$ cat config.mk
export PLATFORM = sky130hd
export DESIGN_NAME = mbsh_mac
export DESIGN_NICKNAME = d
export VERILOG_FILES = /design/src/rtl/mbsh_pkg.sv /design/src/rtl/mbsh_mac.sv
export SDC_FILE = /design/constraint.sdc
export NUM_CORES = 2
export LEC_CHECK = 0
export ABC_AREA = 1
export BUFFER_PORTS_ARGS = -buffer_cell sky130_fd_sc_hd__buf_2
export CAP_MARGIN = 30
export CORE_UTILIZATION = 30
export DETAILED_ROUTE_END_ITERATION = 7
export GPL_TIMING_DRIVEN = 0
export PLACE_DENSITY = 0.56
export SYNTH_ARGS = -nofsm -noshare
export SYNTH_HDL_FRONTEND = slang
export SYNTH_SLANG_ARGS = --single-unit
$ cat constraint.sdc
create_clock -name clk -period 9.85 [get_ports clk]
set_input_delay 0.985 -clock clk [delete_from_list [all_inputs] [get_ports clk]]
set_output_delay 0.985 -clock clk [all_outputs]
set_load 0.02 [all_outputs]
$ cat src/rtl/mbsh_pkg.sv
// Package for the mu-law bitcrusher: widths, sequencer states, the multiply-accumulate
// request type and the companding curve tables, built at elaboration.
// Depends on nothing; every module of the block imports it.
package mbsh_pkg;

  localparam int SAMPLE_W    = 24;
  localparam int FBITS       = SAMPLE_W - 1;
  localparam int CURVE_DEPTH = 1024;
  localparam int LOG_DEPTH   = $clog2(CURVE_DEPTH);
  localparam int CURVE_AW    = $clog2(CURVE_DEPTH + 1);

  localparam int MAC_AW   = SAMPLE_W + 2;
  localparam int MAC_BW   = SAMPLE_W;
  localparam int ACC_W    = MAC_AW + MAC_BW + 2;
  localparam int DIV_NW   = SAMPLE_W + 1;
  localparam int DIV_DW   = SAMPLE_W - 1;

  localparam logic [63:0] Q30_ONE      = 64'h0000_0000_4000_0000;
  localparam logic [63:0] INV_LOG2_255 = 64'd537250114;

  // Configuration register indexes.
  localparam logic [1:0] REG_HOLD_RATE  = 2'd0;
  localparam logic [1:0] REG_QUANT_STEP = 2'd1;
  localparam logic [1:0] REG_WET_MIX    = 2'd2;

  typedef enum logic [4:0] {
    S_IDLE,
    S_C_RD0,
    S_C_RD1,
    S_C_MUL,
    S_C_RES,
    S_DIV,
    S_QMUL,
    S_QSCL,
    S_QCLP,
    S_E_RD0,
    S_E_RD1,
    S_E_MUL,
    S_E_RES,
    S_HOLD0,
    S_HOLD1,
    S_HOLD2,
    S_HOLD3,
    S_HOLD4,
    S_SLEW0,
    S_SLEW1,
    S_SLEW2,
    S_SLEW3,
    S_MIX,
    S_OUT
  } state_t;

  typedef struct packed {
    logic                     en;
    logic                     clr;
    logic signed [MAC_AW-1:0] a;
    logic signed [MAC_BW-1:0] b;
  } mac_op_t;

  typedef logic [SAMPLE_W-1:0] curve_tab_t [0:CURVE_DEPTH];

  // Truncating log2 of a Q.30 value of at least one, result in Q.30.
  function automatic logic [63:0] log2_q30(logic [63:0] y_in);
    logic [63:0] y;
    logic [63:0] r;
    y = y_in;
    r = '0;
    if (y < Q30_ONE) begin
      return '0;
    end
    while (y >= (Q30_ONE << 1)) begin
      y = y >> 1;
      r = r + Q30_ONE;
    end
    for (int b = 29; b >= 0; b--) begin
      y = (y * y) >> 30;
      if (y >= (Q30_ONE << 1)) begin
        y = y >> 1;
        r = r | (64'd1 << b);
      end
    end
    return r;
  endfunction

  function automatic logic [63:0] expander_log(logic [63:0] v);
    logic [63:0] u;
    u = 64'd255 * v;
    return log2_q30(Q30_ONE + ((u << 24) >> (FBITS - 6)));
  endfunction

  function automatic curve_tab_t build_comp_tab();
    curve_tab_t  tab;
    logic [63:0] y;
    logic [63:0] l;
    logic [63:0] prod;
    for (int i = 0; i <= CURVE_DEPTH; i++) begin
      y      = Q30_ONE + (((64'd255 * 64'(i)) << 30) / CURVE_DEPTH);
      l      = log2_q30(y);
      prod   = (l * INV_LOG2_255) >> (62 - FBITS);
      tab[i] = prod[SAMPLE_W-1:0];
    end
    return tab;
  endfunction

  function automatic curve_tab_t build_exp_tab();
    curve_tab_t  tab;
    logic [63:0] t;
    logic [63:0] lo;
    logic [63:0] hi;
    logic [63:0] mid;
    for (int i = 0; i <= CURVE_DEPTH; i++) begin
      t  = ((64'd8 * 64'(i)) << 30) / CURVE_DEPTH;
      lo = '0;
      hi = 64'd1 << FBITS;
      while (lo < hi) begin
        mid = (lo + hi + 64'd1) >> 1;
        if (expander_log(mid) <= t) begin
          lo = mid;
        end else begin
          hi = mid - 64'd1;
        end
      end
      tab[i] = lo[SAMPLE_W-1:0];
    end
    return tab;
  endfunction

endpackage

$ cat src/rtl/mbsh_mac.sv
// Shared signed multiply-accumulate unit; every product of the datapath goes through it.
// Depends on mbsh_pkg for the request type and accumulator width.
module mbsh_mac
  import mbsh_pkg::*;
(
  input  logic                    clk,
  input  mac_op_t                 op,
  output logic signed [ACC_W-1:0] acc
);

  logic signed [ACC_W-1:0] prod;

  assign prod = ACC_W'(op.a * op.b);

  always_ff @(posedge clk) begin
    if (op.en) begin
      if (op.clr) begin
        acc <= prod;
      end else begin
        acc <= acc + prod;
      end
    end
  end

endmodule
==> results.txt <==
The root buffer cell is clkbuf_16. The footprint of the multi-input gates is 24,200 um^2. The die outline area came out at 104,000 um^2. After synthesis, the cell types taking the most area are fa_1, nand2_1, inv_1. The register with the most flip-flops in the layout has 52 of them.

The flow ran to the end, and the final reports show no timing, DRC or antenna violations. Buffers inserted during clock tree synthesis total 5. Input and output buffers added on the ports amount to 80. In this run the cell area of the synthesized design comes to 30,700 um^2. The proportion of synthesized chip area in sequential cells came out at 5.09%. The startpoint type of the worst setup path is an input pin. After layout, the minimum clock period comes to 9480 ps. Among cell families on the critical path, the largest total delay comes from adder cells. The largest net degree at the start of global routing is 33.

The share of Yosys cell area claimed by the top area cell type is 42.5%. During synthesis, Yosys emitted a total of 0 warnings. For hold timing, the worst endpoint is acc[0]$_DFFE_PP_.

For the worst setup path, the data arrival time is about 9500 ps. The worst-case clock buffer depth came out at 2. TritonCTS built the clock tree. The library cells used most frequently in the layout, excluding fill and tap cells, are nand2_1, inv_1, fa_1, ha_1, nor2_1. The endpoint of the worst-slack reg-to-reg timing path is acc[48]$_DFFE_PP_. After clock tree synthesis, the flow added hold-fix buffers numbering 0.

The most used flip-flop cell after synthesis is edfxtp_1. The estimated wirelength of the detail-placed design came out at 98,100 um. The transition time of the tightest slew-check pin came out at ~1000 ps. The number of levels the H-tree was split into is 2.

The number of optimization iterations in the first detailed-route pass came out at 6. The number of enable flip-flop cells after synthesis came out at 52. Setup repair after global routing left no endpoint under its margin. The worst slew margin relative to its limit came out at 34.0%.

The category of the worst setup path capture point is a flop. After synthesis the netlist holds a flip-flop and latch count of 52. Setup violations remaining at the end of the flow were counted as 0.

The via count of the first global-routing pass is between 20k and 30k. The final worst clock skew is 14.5 ps. From synthesis to final layout, the design area changed by 8.17%. The core region is 101,000 um^2. In this run the remaining antenna-violating nets after routing total 0. The initial antenna violation count is 2. The largest total area in the synthesized netlist belongs to fa_1.

Registers take around 1600 um^2. Counting flops per register, the top entry is acc. The number of maximum-capacitance violations came out at 0. For this design, the sink count on the clock tree is 52. The path class of the tightest hold or removal check is reg2reg. Global routing used 22.0% of the available tracks. The total congestion overflow is 0. At the later pin of the worst-skew pair, clock insertion delay measures 320 ps. The worst slack at placement came out at -726 ps.

The critical path in this run is classified as in2reg. The first global-routing pass estimated 170,000 um of wire. The number of pins with negative max-slew slack in the final report came out at 0. The highest clock rate came out at 0.105 GHz. On the worst path, the slowest cell contributes a delay of 710 ps. Synthesis handed over a netlist of 4,174 instances. Once the floorplan was initialized, standard cells occupied 30.5% of the core. The detailed-route via count is 26.3k. The layout filler cell count is roughly 11k.

The cell depth of the worst flop-to-flop path came out at 14. The number of different library cells in the post-synthesis netlist came out at between 40 and 50. In this run the worst path has a maximum fanout of 10. The final number of hold-violating endpoints came to 0.

The final critical path takes up 96.3% of the cycle. The routed length per placed instance came out at 19.8 um. In this run the worst setup path begins at op[41]. Cells with a size suffix above 1 make up 6.56% of the layout. The library cell used most frequently in the layout, excluding fill and tap cells, is nand2_1.

The fraction of synthesis flops using an asynchronous set or reset pin is 0%. For the worst setup path, the data required time is 9910 ps. The final critical-path setup slack came out at 366 ps.

The final layout net count is 5,171. The launch instance of the worst register-to-register path is acc[0]$_DFFE_PP_. The y dimension of the die came out at around 320 um. The slowest stage of the critical path belongs to the cell fa_1. The violation count after the first detailed-route iteration came out at 1,894. The largest registers in the layout are acc: 52 flops. The average via count per standard cell is 4.67. The synthesized netlist net count came out at 5,075. The aggregate routed wire length is ~110,000 um. The total I/O pin count is 105.

The floorplan row count is 116. In this run the mean area of a mapped cell was about 7.4 um^2. Measured along the x axis, the die boundary spans 322 um. The count of buffer and inverter cells on the critical path is 6. The clock-pin slew on the worst setup and hold paths came out at 80 ps. The startpoint identified for the worst hold timing path is acc[0]$_DFFE_PP_. The number of DRC violations after detailed routing is 0.

The depth of the worst hold-timing path came out at 3. The setup slack on the worst flop-to-flop path came out at a little under 7000 ps. By instance count, the cell type seen most on the critical path is nand2_1.

The final weighted congestion in routability-driven placement is 0.984.
[stage by stage]
step / hold WS (ps) / area, um^2 / utilization, % / std cells / TNS (ps)
after floorplan: 777 / 30700 / - / 4174 / 0
after global placement: 673 / 32800 / 32.5 / 5611 / -11010
after detailed placement: 717 / 32800 / 32.6 / 5613 / -10230
after CTS: 743 / 33000 / 32.8 / 5622 / 0
after global routing: 793 / 33200 / 33.0 / 5628 / 0
final: 733 / 33200 / 33.0 / 5629 / 0
[cell type report]
cell class,count,area share (%)
well taps,1357,5.11
repair buffers,89,1.49
flip-flops and latches,52,4.70
inverters,1175,13.3
diodes,1,0.00754
plain buffers,136,1.96
multi-input cells,2811,73.0
clock buffers,5,0.377
clock inverters,3,0.0565
[repair_timing]
item                       CTS  global route
setup endpoints to repair   17            23
gates resized for setup     16           198
pin swaps                    0             1
setup buffers                1             6
[worst register-to-register path: cells and delay by family, from the launching register on]
kind | cells | cell delay, ps
flops | 1 | 410
simple gates | 12 | 1470
fa+ha+maj | 2 | 830
[logic make-up after synthesis]
kind of cell             synth area share [%]
AND/OR/NAND/NOR                          22.0
AO/OA/AOI/OAI                            4.96
buffers and inverters                    16.1
flip-flops                               5.09
XOR/XNOR                                 1.39
adder cells (fa/ha/maj)                  50.5
[cells in the mapped netlist (2+ instances only)]
library cell / count
a21boi_0: 3
a21o_1: 7
a21oi_1: 137
a21oi_2: 4
a31oi_1: 3
and2_1: 20
buf_1: 3
buf_2: 3
clkbuf_1: 129
edfxtp_1: 52
fa_1: 652
ha_1: 196
inv_1: 1168
inv_2: 7
nand2_1: 1170
nand2_2: 13
nand3_1: 144
nand3_2: 5
nand3b_1: 8
nand4_1: 28
nor2_1: 193
nor2_2: 12
nor2_4: 4
nor3_1: 13
nor3_2: 5
o21a_1: 6
o21ai_0: 75
o21ai_1: 9
o21ai_2: 4
o21bai_1: 22
or2_1: 5
or2_2: 18
xnor2_1: 17
xor2_1: 28
xor2_2: 2
[worst max-delay path by stage]
stage / endpoint / slack, ps / cells past startpoint
after floorplan: acc[51]$_DFFE_PP_ / 1100 / 37
after global placement: acc[50]$_DFFE_PP_ / -700 / 36
after detailed placement: acc[50]$_DFFE_PP_ / -730 / 36
after CTS: acc[50]$_DFFE_PP_ / 10 / 34
after global routing: acc[50]$_DFFE_PP_ / 6 / 36
final: acc[50]$_DFFE_PP_ / 370 / 34
[layer usage]
layer | global-route usage (%) | wire length [um] | part of all wire [%]
met1 | 30.1 | 47800 | 43
met2 | 35.6 | 50500 | 45
met3 | 2.53 | 7750 | 7.0
met4 | 8.43 | 5100 | 4.6
met5 | 0 | 22 | 0.020
Power is left out: the tool's default activity adds up to more than one toggle a clock period on the data nets, which glitch-free logic cannot reach.
