$ cat config.mk
export PLATFORM = sky130hd
export DESIGN_NAME = mbsh_div
export DESIGN_NICKNAME = d
export VERILOG_FILES = /design/src/rtl/mbsh_pkg.sv /design/src/rtl/mbsh_div.sv
export SDC_FILE = /design/constraint.sdc
export NUM_CORES = 1
export LEC_CHECK = 0
export BUFFER_PORTS_ARGS = -buffer_cell sky130_fd_sc_hd__buf_2
export CORE_MARGIN = 2
export CORE_UTILIZATION = 61
export DETAILED_ROUTE_END_ITERATION = 10
export HOLD_SLACK_MARGIN = 0.15
export MAX_ROUTING_LAYER = met4
export PLACE_DENSITY = 0.86
export SLEW_MARGIN = 30
export SYNTH_ARGS = -nofsm -noshare
export SYNTH_HDL_FRONTEND = slang
export SYNTH_SLANG_ARGS = --single-unit
$ cat constraint.sdc
create_clock -name clk -period 7.9 [get_ports clk]
set_input_delay 0.79 -clock clk [delete_from_list [all_inputs] [get_ports clk]]
set_output_delay 0.79 -clock clk [all_outputs]
set_load 0.005 [all_outputs]
$ cat src/rtl/mbsh_pkg.sv
// Package for the mu-law bitcrusher: widths, sequencer states, the multiply-accumulate
// request type and the companding curve tables, built at elaboration.
// Depends on nothing; every module of the block imports it.
package mbsh_pkg;

  localparam int SAMPLE_W    = 24;
  localparam int FBITS       = SAMPLE_W - 1;
  localparam int CURVE_DEPTH = 1024;
  localparam int LOG_DEPTH   = $clog2(CURVE_DEPTH);
  localparam int CURVE_AW    = $clog2(CURVE_DEPTH + 1);

  localparam int MAC_AW   = SAMPLE_W + 2;
  localparam int MAC_BW   = SAMPLE_W;
  localparam int ACC_W    = MAC_AW + MAC_BW + 2;
  localparam int DIV_NW   = SAMPLE_W + 1;
  localparam int DIV_DW   = SAMPLE_W - 1;

  localparam logic [63:0] Q30_ONE      = 64'h0000_0000_4000_0000;
  localparam logic [63:0] INV_LOG2_255 = 64'd537250114;

  // Configuration register indexes.
  localparam logic [1:0] REG_HOLD_RATE  = 2'd0;
  localparam logic [1:0] REG_QUANT_STEP = 2'd1;
  localparam logic [1:0] REG_WET_MIX    = 2'd2;

  typedef enum logic [4:0] {
    S_IDLE,
    S_C_RD0,
    S_C_RD1,
    S_C_MUL,
    S_C_RES,
    S_DIV,
    S_QMUL,
    S_QSCL,
    S_QCLP,
    S_E_RD0,
    S_E_RD1,
    S_E_MUL,
    S_E_RES,
    S_HOLD0,
    S_HOLD1,
    S_HOLD2,
    S_HOLD3,
    S_HOLD4,
    S_SLEW0,
    S_SLEW1,
    S_SLEW2,
    S_SLEW3,
    S_MIX,
    S_OUT
  } state_t;

  typedef struct packed {
    logic                     en;
    logic                     clr;
    logic signed [MAC_AW-1:0] a;
    logic signed [MAC_BW-1:0] b;
  } mac_op_t;

  typedef logic [SAMPLE_W-1:0] curve_tab_t [0:CURVE_DEPTH];

  // Truncating log2 of a Q.30 value of at least one, result in Q.30.
  function automatic logic [63:0] log2_q30(logic [63:0] y_in);
    logic [63:0] y;
    logic [63:0] r;
    y = y_in;
    r = '0;
    if (y < Q30_ONE) begin
      return '0;
    end
    while (y >= (Q30_ONE << 1)) begin
      y = y >> 1;
      r = r + Q30_ONE;
    end
    for (int b = 29; b >= 0; b--) begin
      y = (y * y) >> 30;
      if (y >= (Q30_ONE << 1)) begin
        y = y >> 1;
        r = r | (64'd1 << b);
      end
    end
    return r;
  endfunction

  function automatic logic [63:0] expander_log(logic [63:0] v);
    logic [63:0] u;
    u = 64'd255 * v;
    return log2_q30(Q30_ONE + ((u << 24) >> (FBITS - 6)));
  endfunction

  function automatic curve_tab_t build_comp_tab();
    curve_tab_t  tab;
    logic [63:0] y;
    logic [63:0] l;
    logic [63:0] prod;
    for (int i = 0; i <= CURVE_DEPTH; i++) begin
      y      = Q30_ONE + (((64'd255 * 64'(i)) << 30) / CURVE_DEPTH);
      l      = log2_q30(y);
      prod   = (l * INV_LOG2_255) >> (62 - FBITS);
      tab[i] = prod[SAMPLE_W-1:0];
    end
    return tab;
  endfunction

  function automatic curve_tab_t build_exp_tab();
    curve_tab_t  tab;
    logic [63:0] t;
    logic [63:0] lo;
    logic [63:0] hi;
    logic [63:0] mid;
    for (int i = 0; i <= CURVE_DEPTH; i++) begin
      t  = ((64'd8 * 64'(i)) << 30) / CURVE_DEPTH;
      lo = '0;
      hi = 64'd1 << FBITS;
      while (lo < hi) begin
        mid = (lo + hi + 64'd1) >> 1;
        if (expander_log(mid) <= t) begin
          lo = mid;
        end else begin
          hi = mid - 64'd1;
        end
      end
      tab[i] = lo[SAMPLE_W-1:0];
    end
    return tab;
  endfunction

endpackage

$ cat src/rtl/mbsh_div.sv
// Restoring divider, one quotient bit per cycle, for the quantizer's step count.
// Depends on mbsh_pkg for its operand widths.
module mbsh_div
  import mbsh_pkg::*;
(
  input  logic              clk,
  input  logic              rst,
  input  logic              start,
  input  logic [DIV_NW-1:0] dividend,
  input  logic [DIV_DW-1:0] divisor,
  output logic [DIV_NW-1:0] quotient,
  output logic              done
);

  localparam int CNT_W = $clog2(DIV_NW + 1);

  logic [DIV_DW-1:0] rem;
  logic [DIV_DW-1:0] dsr;
  logic [CNT_W-1:0]  cnt;
  logic              busy;
  logic [DIV_DW:0]   shifted;
  logic [DIV_DW:0]   trial;
  logic              fits;

  always_comb begin
    shifted = {rem, quotient[DIV_NW-1]};
    trial   = shifted - {1'b0, dsr};
    fits    = shifted >= {1'b0, dsr};
  end

  always_ff @(posedge clk) begin
    if (rst) begin
      busy <= 1'b0;
      done <= 1'b0;
      cnt  <= '0;
    end else begin
      done <= busy && (cnt == CNT_W'(1));
      if (start) begin
        busy <= 1'b1;
        cnt  <= CNT_W'(DIV_NW);
      end else if (busy) begin
        cnt <= cnt - CNT_W'(1);
        if (cnt == CNT_W'(1)) begin
          busy <= 1'b0;
        end
      end
    end
  end

  always_ff @(posedge clk) begin
    if (start) begin
      rem      <= '0;
      dsr      <= divisor;
      quotient <= dividend;
    end else if (busy) begin
      if (fits) begin
        rem <= trial[DIV_DW-1:0];
      end else begin
        rem <= shifted[DIV_DW-1:0];
      end
      quotient <= {quotient[DIV_NW-2:0], fits};
    end
  end

endmodule

==> flow_summary_export.csv <==
group,metric,value,unit
outcome,outcome,"finished clean",
synthesis,synth_commonest_cells,"edfxtp_1, nor2_1, inv_1, dfxtp_1",
power,p_seq_frac,0.504,
synthesis,ys.flop_type,"edfxtp_1",
die,initial_core_util,0.6384,
cells_and_area,syn_to_final_growth,13.34,%
synthesis,synth.area.top_cells,"edfxtp_1, dfxtp_1, ha_1",
placement,dp_hpwl,6.877,mm
power,p_switching,0.2906,mW
detailed_routing,drt_pass1_iterations,7,
detailed_routing,wl_met3,516,um
timing,post-route-period-util,0.3893,
grt,grt_usage,0.2599,
detailed_routing,ant_nets,0,
critical_path,critPathKind,"flop to flop",
grt,antenna_found_initial,0,
hold_path,min_path_type,"flop to flop",
grt,grt_pass1_vias,3146,
critical_path,cp.arrival,3.34,ns
grt,grt_pass1_wl,15.11,mm
die,die_h,89.02,um
die,die_area,7925,um2
clock_tree,post_cts_buffers,0,
detailed_routing,drt-initial-drc-count,245,
synthesis,synth.largest_area_cell,"edfxtp_1",
detailed_routing,drt-met1-wl,4.109,mm
clock_tree,cts_resized,0,
synthesis,yosysMostFrequentCell,"edfxtp_1",
critical_path,startpoint_type,"flop",
run,max_cap_violations,0,
synthesis,ys_seq_area_frac,0.4631,
detailed_routing,vias,3435,
hold_path,holdPathStages,2,
timing,worst_pin_slew,0.8338,ns
detailed_routing,avgRoutedWirePerCell,16.63,um
die,die_w,89.02,um
synthesis,synth_cell_types,53,
timing,setup_slack,4.824,ns
cells_and_area,nFillCells,533,
synthesis,ys_ff_latch,78,
synthesis,syn_inst,420,
hold_path,holdPathEnd,"rem[17]$_SDFFE_PP0P_",
detailed_routing,drt-total-wl,9.811,mm
timing,slew_viol_final,0,
grt,grt-ovfl-total,0,
critical_path,crit_fanout,29,
timing,post-route-min-period,3.076,ns
synthesis,async_reset_ff_frac,0,
detailed_routing,top_layer,"met4",
timing,hold_viol_final,0,
power,ir_drop,0.0001461,V
timing,fin_setup_tns,0,ns
synthesis,avgSynthCellArea,10.50,um2
clock_tree,path_clk_slew,0.09,ns
die,core,6907,um2
clock_tree,cts_buffers,9,
hold_path,hp-start,"rem[17]$_SDFFE_PP0P_",
placement,place.gp.congestion,0.9315,
detailed_routing,drc,0,
timing,slew_headroom,0.4442,
clock_tree,clk_latency,0.37,ns
clock_tree,cts.hold.buffers_added,0,
die,rows,30,
die,ios,77,
synthesis,yosys_warnings,0,
placement,preCtsSetupSlack,4.774,ns
power,swShare,0.3005,
power,p_int,0.6763,mW
critical_path,rr_startpoint,"quotient[24]$_DFFE_PP_",
clock_tree,clock-root-buffer,"clkbuf_8",
critical_path,worstReg2RegEnd,"rem[9]$_SDFFE_PP0P_",
synthesis,yosysTopAreaCellShare,0.3269,
critical_path,r2r_setup_slack,4.82,ns
power,powerDensity,193.5,nW/um2
synthesis,synth_fp_nets,497,
placement,port_buffers,76,
critical_path,r2r_cells,11,
timing,fmax,325.1,MHz
power,p_clk_frac,0.291,
critical_path,crit_path_end_kind,"flop",
power,leakage,2.177,nW
critical_path,required,8.16,ns
clock_tree,clock_path_buffers,2,
timing,rsz0062_at_grt,"no",
cells_and_area,nets,566,
clock_tree,htree_levels,3,
clock_tree,cts_tree,"yes",
clock_tree,cts_sinks,78,
power,pwr-share-comb,0.205,
grt,grt_max_degree,75,
cells_and_area,drive_gt1_frac,0.2551,
cells_and_area,num_antenna_cells,0,
detailed_routing,dr_wl_met2,4.999,mm
synthesis,synth_edf_count,48,
detailed_routing,vias_per_cell,5.822,
timing,setup_violations,0,
timing,finClkSkew,0.01534,ns
synthesis,syn_area,4409,um2
## layer usage
metal / up-vias / global-route usage
li1: 1686 / -
met1: 1611 / 0.3345
met2: 119 / 0.4132
met3: 19 / 0.05633
met4: 0 / 0.08412
met5: - / -
## layout make-up
type	count	area (um2)	area share
Multi-Input combinational cell	291	2141	0.4284
Sequential cell	78	2042	0.4086
Timing Repair Buffer	78	395.4	0.07912
Clock buffer	9	123.9	0.02479
Tap cell	96	120.1	0.02404
Inverter	31	116.4	0.02329
Clock inverter	7	58.81	0.01177
## flip-flops by register name, summed over array words and instances, names as in the netlist
register	cells
busy	1
dsr	23
done	1
cnt	5
quotient	25
rem	23
## worst max-delay path: stages (launching register included)
cell and delay, ns:
edfxtp_1 0.39, inv_1 0.06, ha_1 0.22, fa_1 0.41, nand2b_1 0.18, a21oi_1 0.18
o211ai_1 0.14, a21oi_1 0.35, o31a_1 0.23, or2_4 0.40, mux2i_1 0.13, a211oi_1 0.29
## cell families (layout without fill, tap and decap cells)
kind of cell | count (synthesis) | in the layout | synth area share
AOI/OAI and AO/OA | 104 | 104 | 0.1626
muxes | 39 | 39 | 0.09563
DFF | 78 | 78 | 0.4631
buffers and inverters | 51 | 125 | 0.05136
adders and majority gates | 26 | 26 | 0.07548
xor gates and xnor gates | 20 | 20 | 0.03973
and+or+nand+nor | 102 | 102 | 0.1121
## through the flow
step	hold slack (ns)	power, mW	utilization	cells	instance area [um2]
after global routing	0.5150	1.008	0.7236	590	4997
after CTS	0.4959	0.9692	0.7236	590	4997
final	0.5020	0.9669	0.7236	590	4997
after detailed placement	0.4807	0.6907	0.6971	574	4815
after global placement	0.4740	0.6819	0.6971	574	4815
after floorplan	0.4426	0.6305	-	420	4409
## layout by cell type, fill, tap and decap left out, types with 3 or more instances in the layout
master	instances
mux2_2	25
xnor2_1	11
nand3_1	12
o211ai_1	3
buf_2	76
xor2_1	9
ha_1	25
mux2i_1	14
nor2_1	35
a211oi_1	13
clkinv_4	3
nand2b_1	6
nor3_1	4
o31a_1	5
o21ai_1	4
nand2_1	23
edfxtp_1	48
inv_1	30
nand3b_1	4
clkbuf_8	9
a21o_1	15
o21ai_0	17
and3_1	6
a21oi_1	20
dfxtp_1	30
o21bai_1	3
a31oi_1	5
## power groups by stage
| stage | sequential [mW] | clock (mW) | combinational, mW |
|---|---|---|---|
| floorplan | 0.493 | 0 | 0.137 |
| global placement | 0.495 | 0 | 0.187 |
| detailed placement | 0.497 | 0 | 0.194 |
| CTS | 0.488 | 0.285 | 0.197 |
| global route | 0.491 | 0.297 | 0.219 |
| finish | 0.488 | 0.281 | 0.198 |
## worst max path at each step
stage	cells after the start	startpoint	end	slack, ns
3_3_place_gp	4	start	quotient[15]$_DFFE_PP_	4.91
3_5_place_dp	4	start	quotient[17]$_DFFE_PP_	4.77
4_1_cts	11	quotient[24]$_DFFE_PP_	rem[3]$_SDFFE_PP0P_	4.86
6_report	11	quotient[24]$_DFFE_PP_	rem[9]$_SDFFE_PP0P_	4.82
5_1_grt	11	quotient[24]$_DFFE_PP_	rem[9]$_SDFFE_PP0P_	4.59
2_1_floorplan	12	dsr[18]$_DFFE_PP_	quotient[0]$_DFFE_PP_	5.19
(Power assumes the default switching activity.)
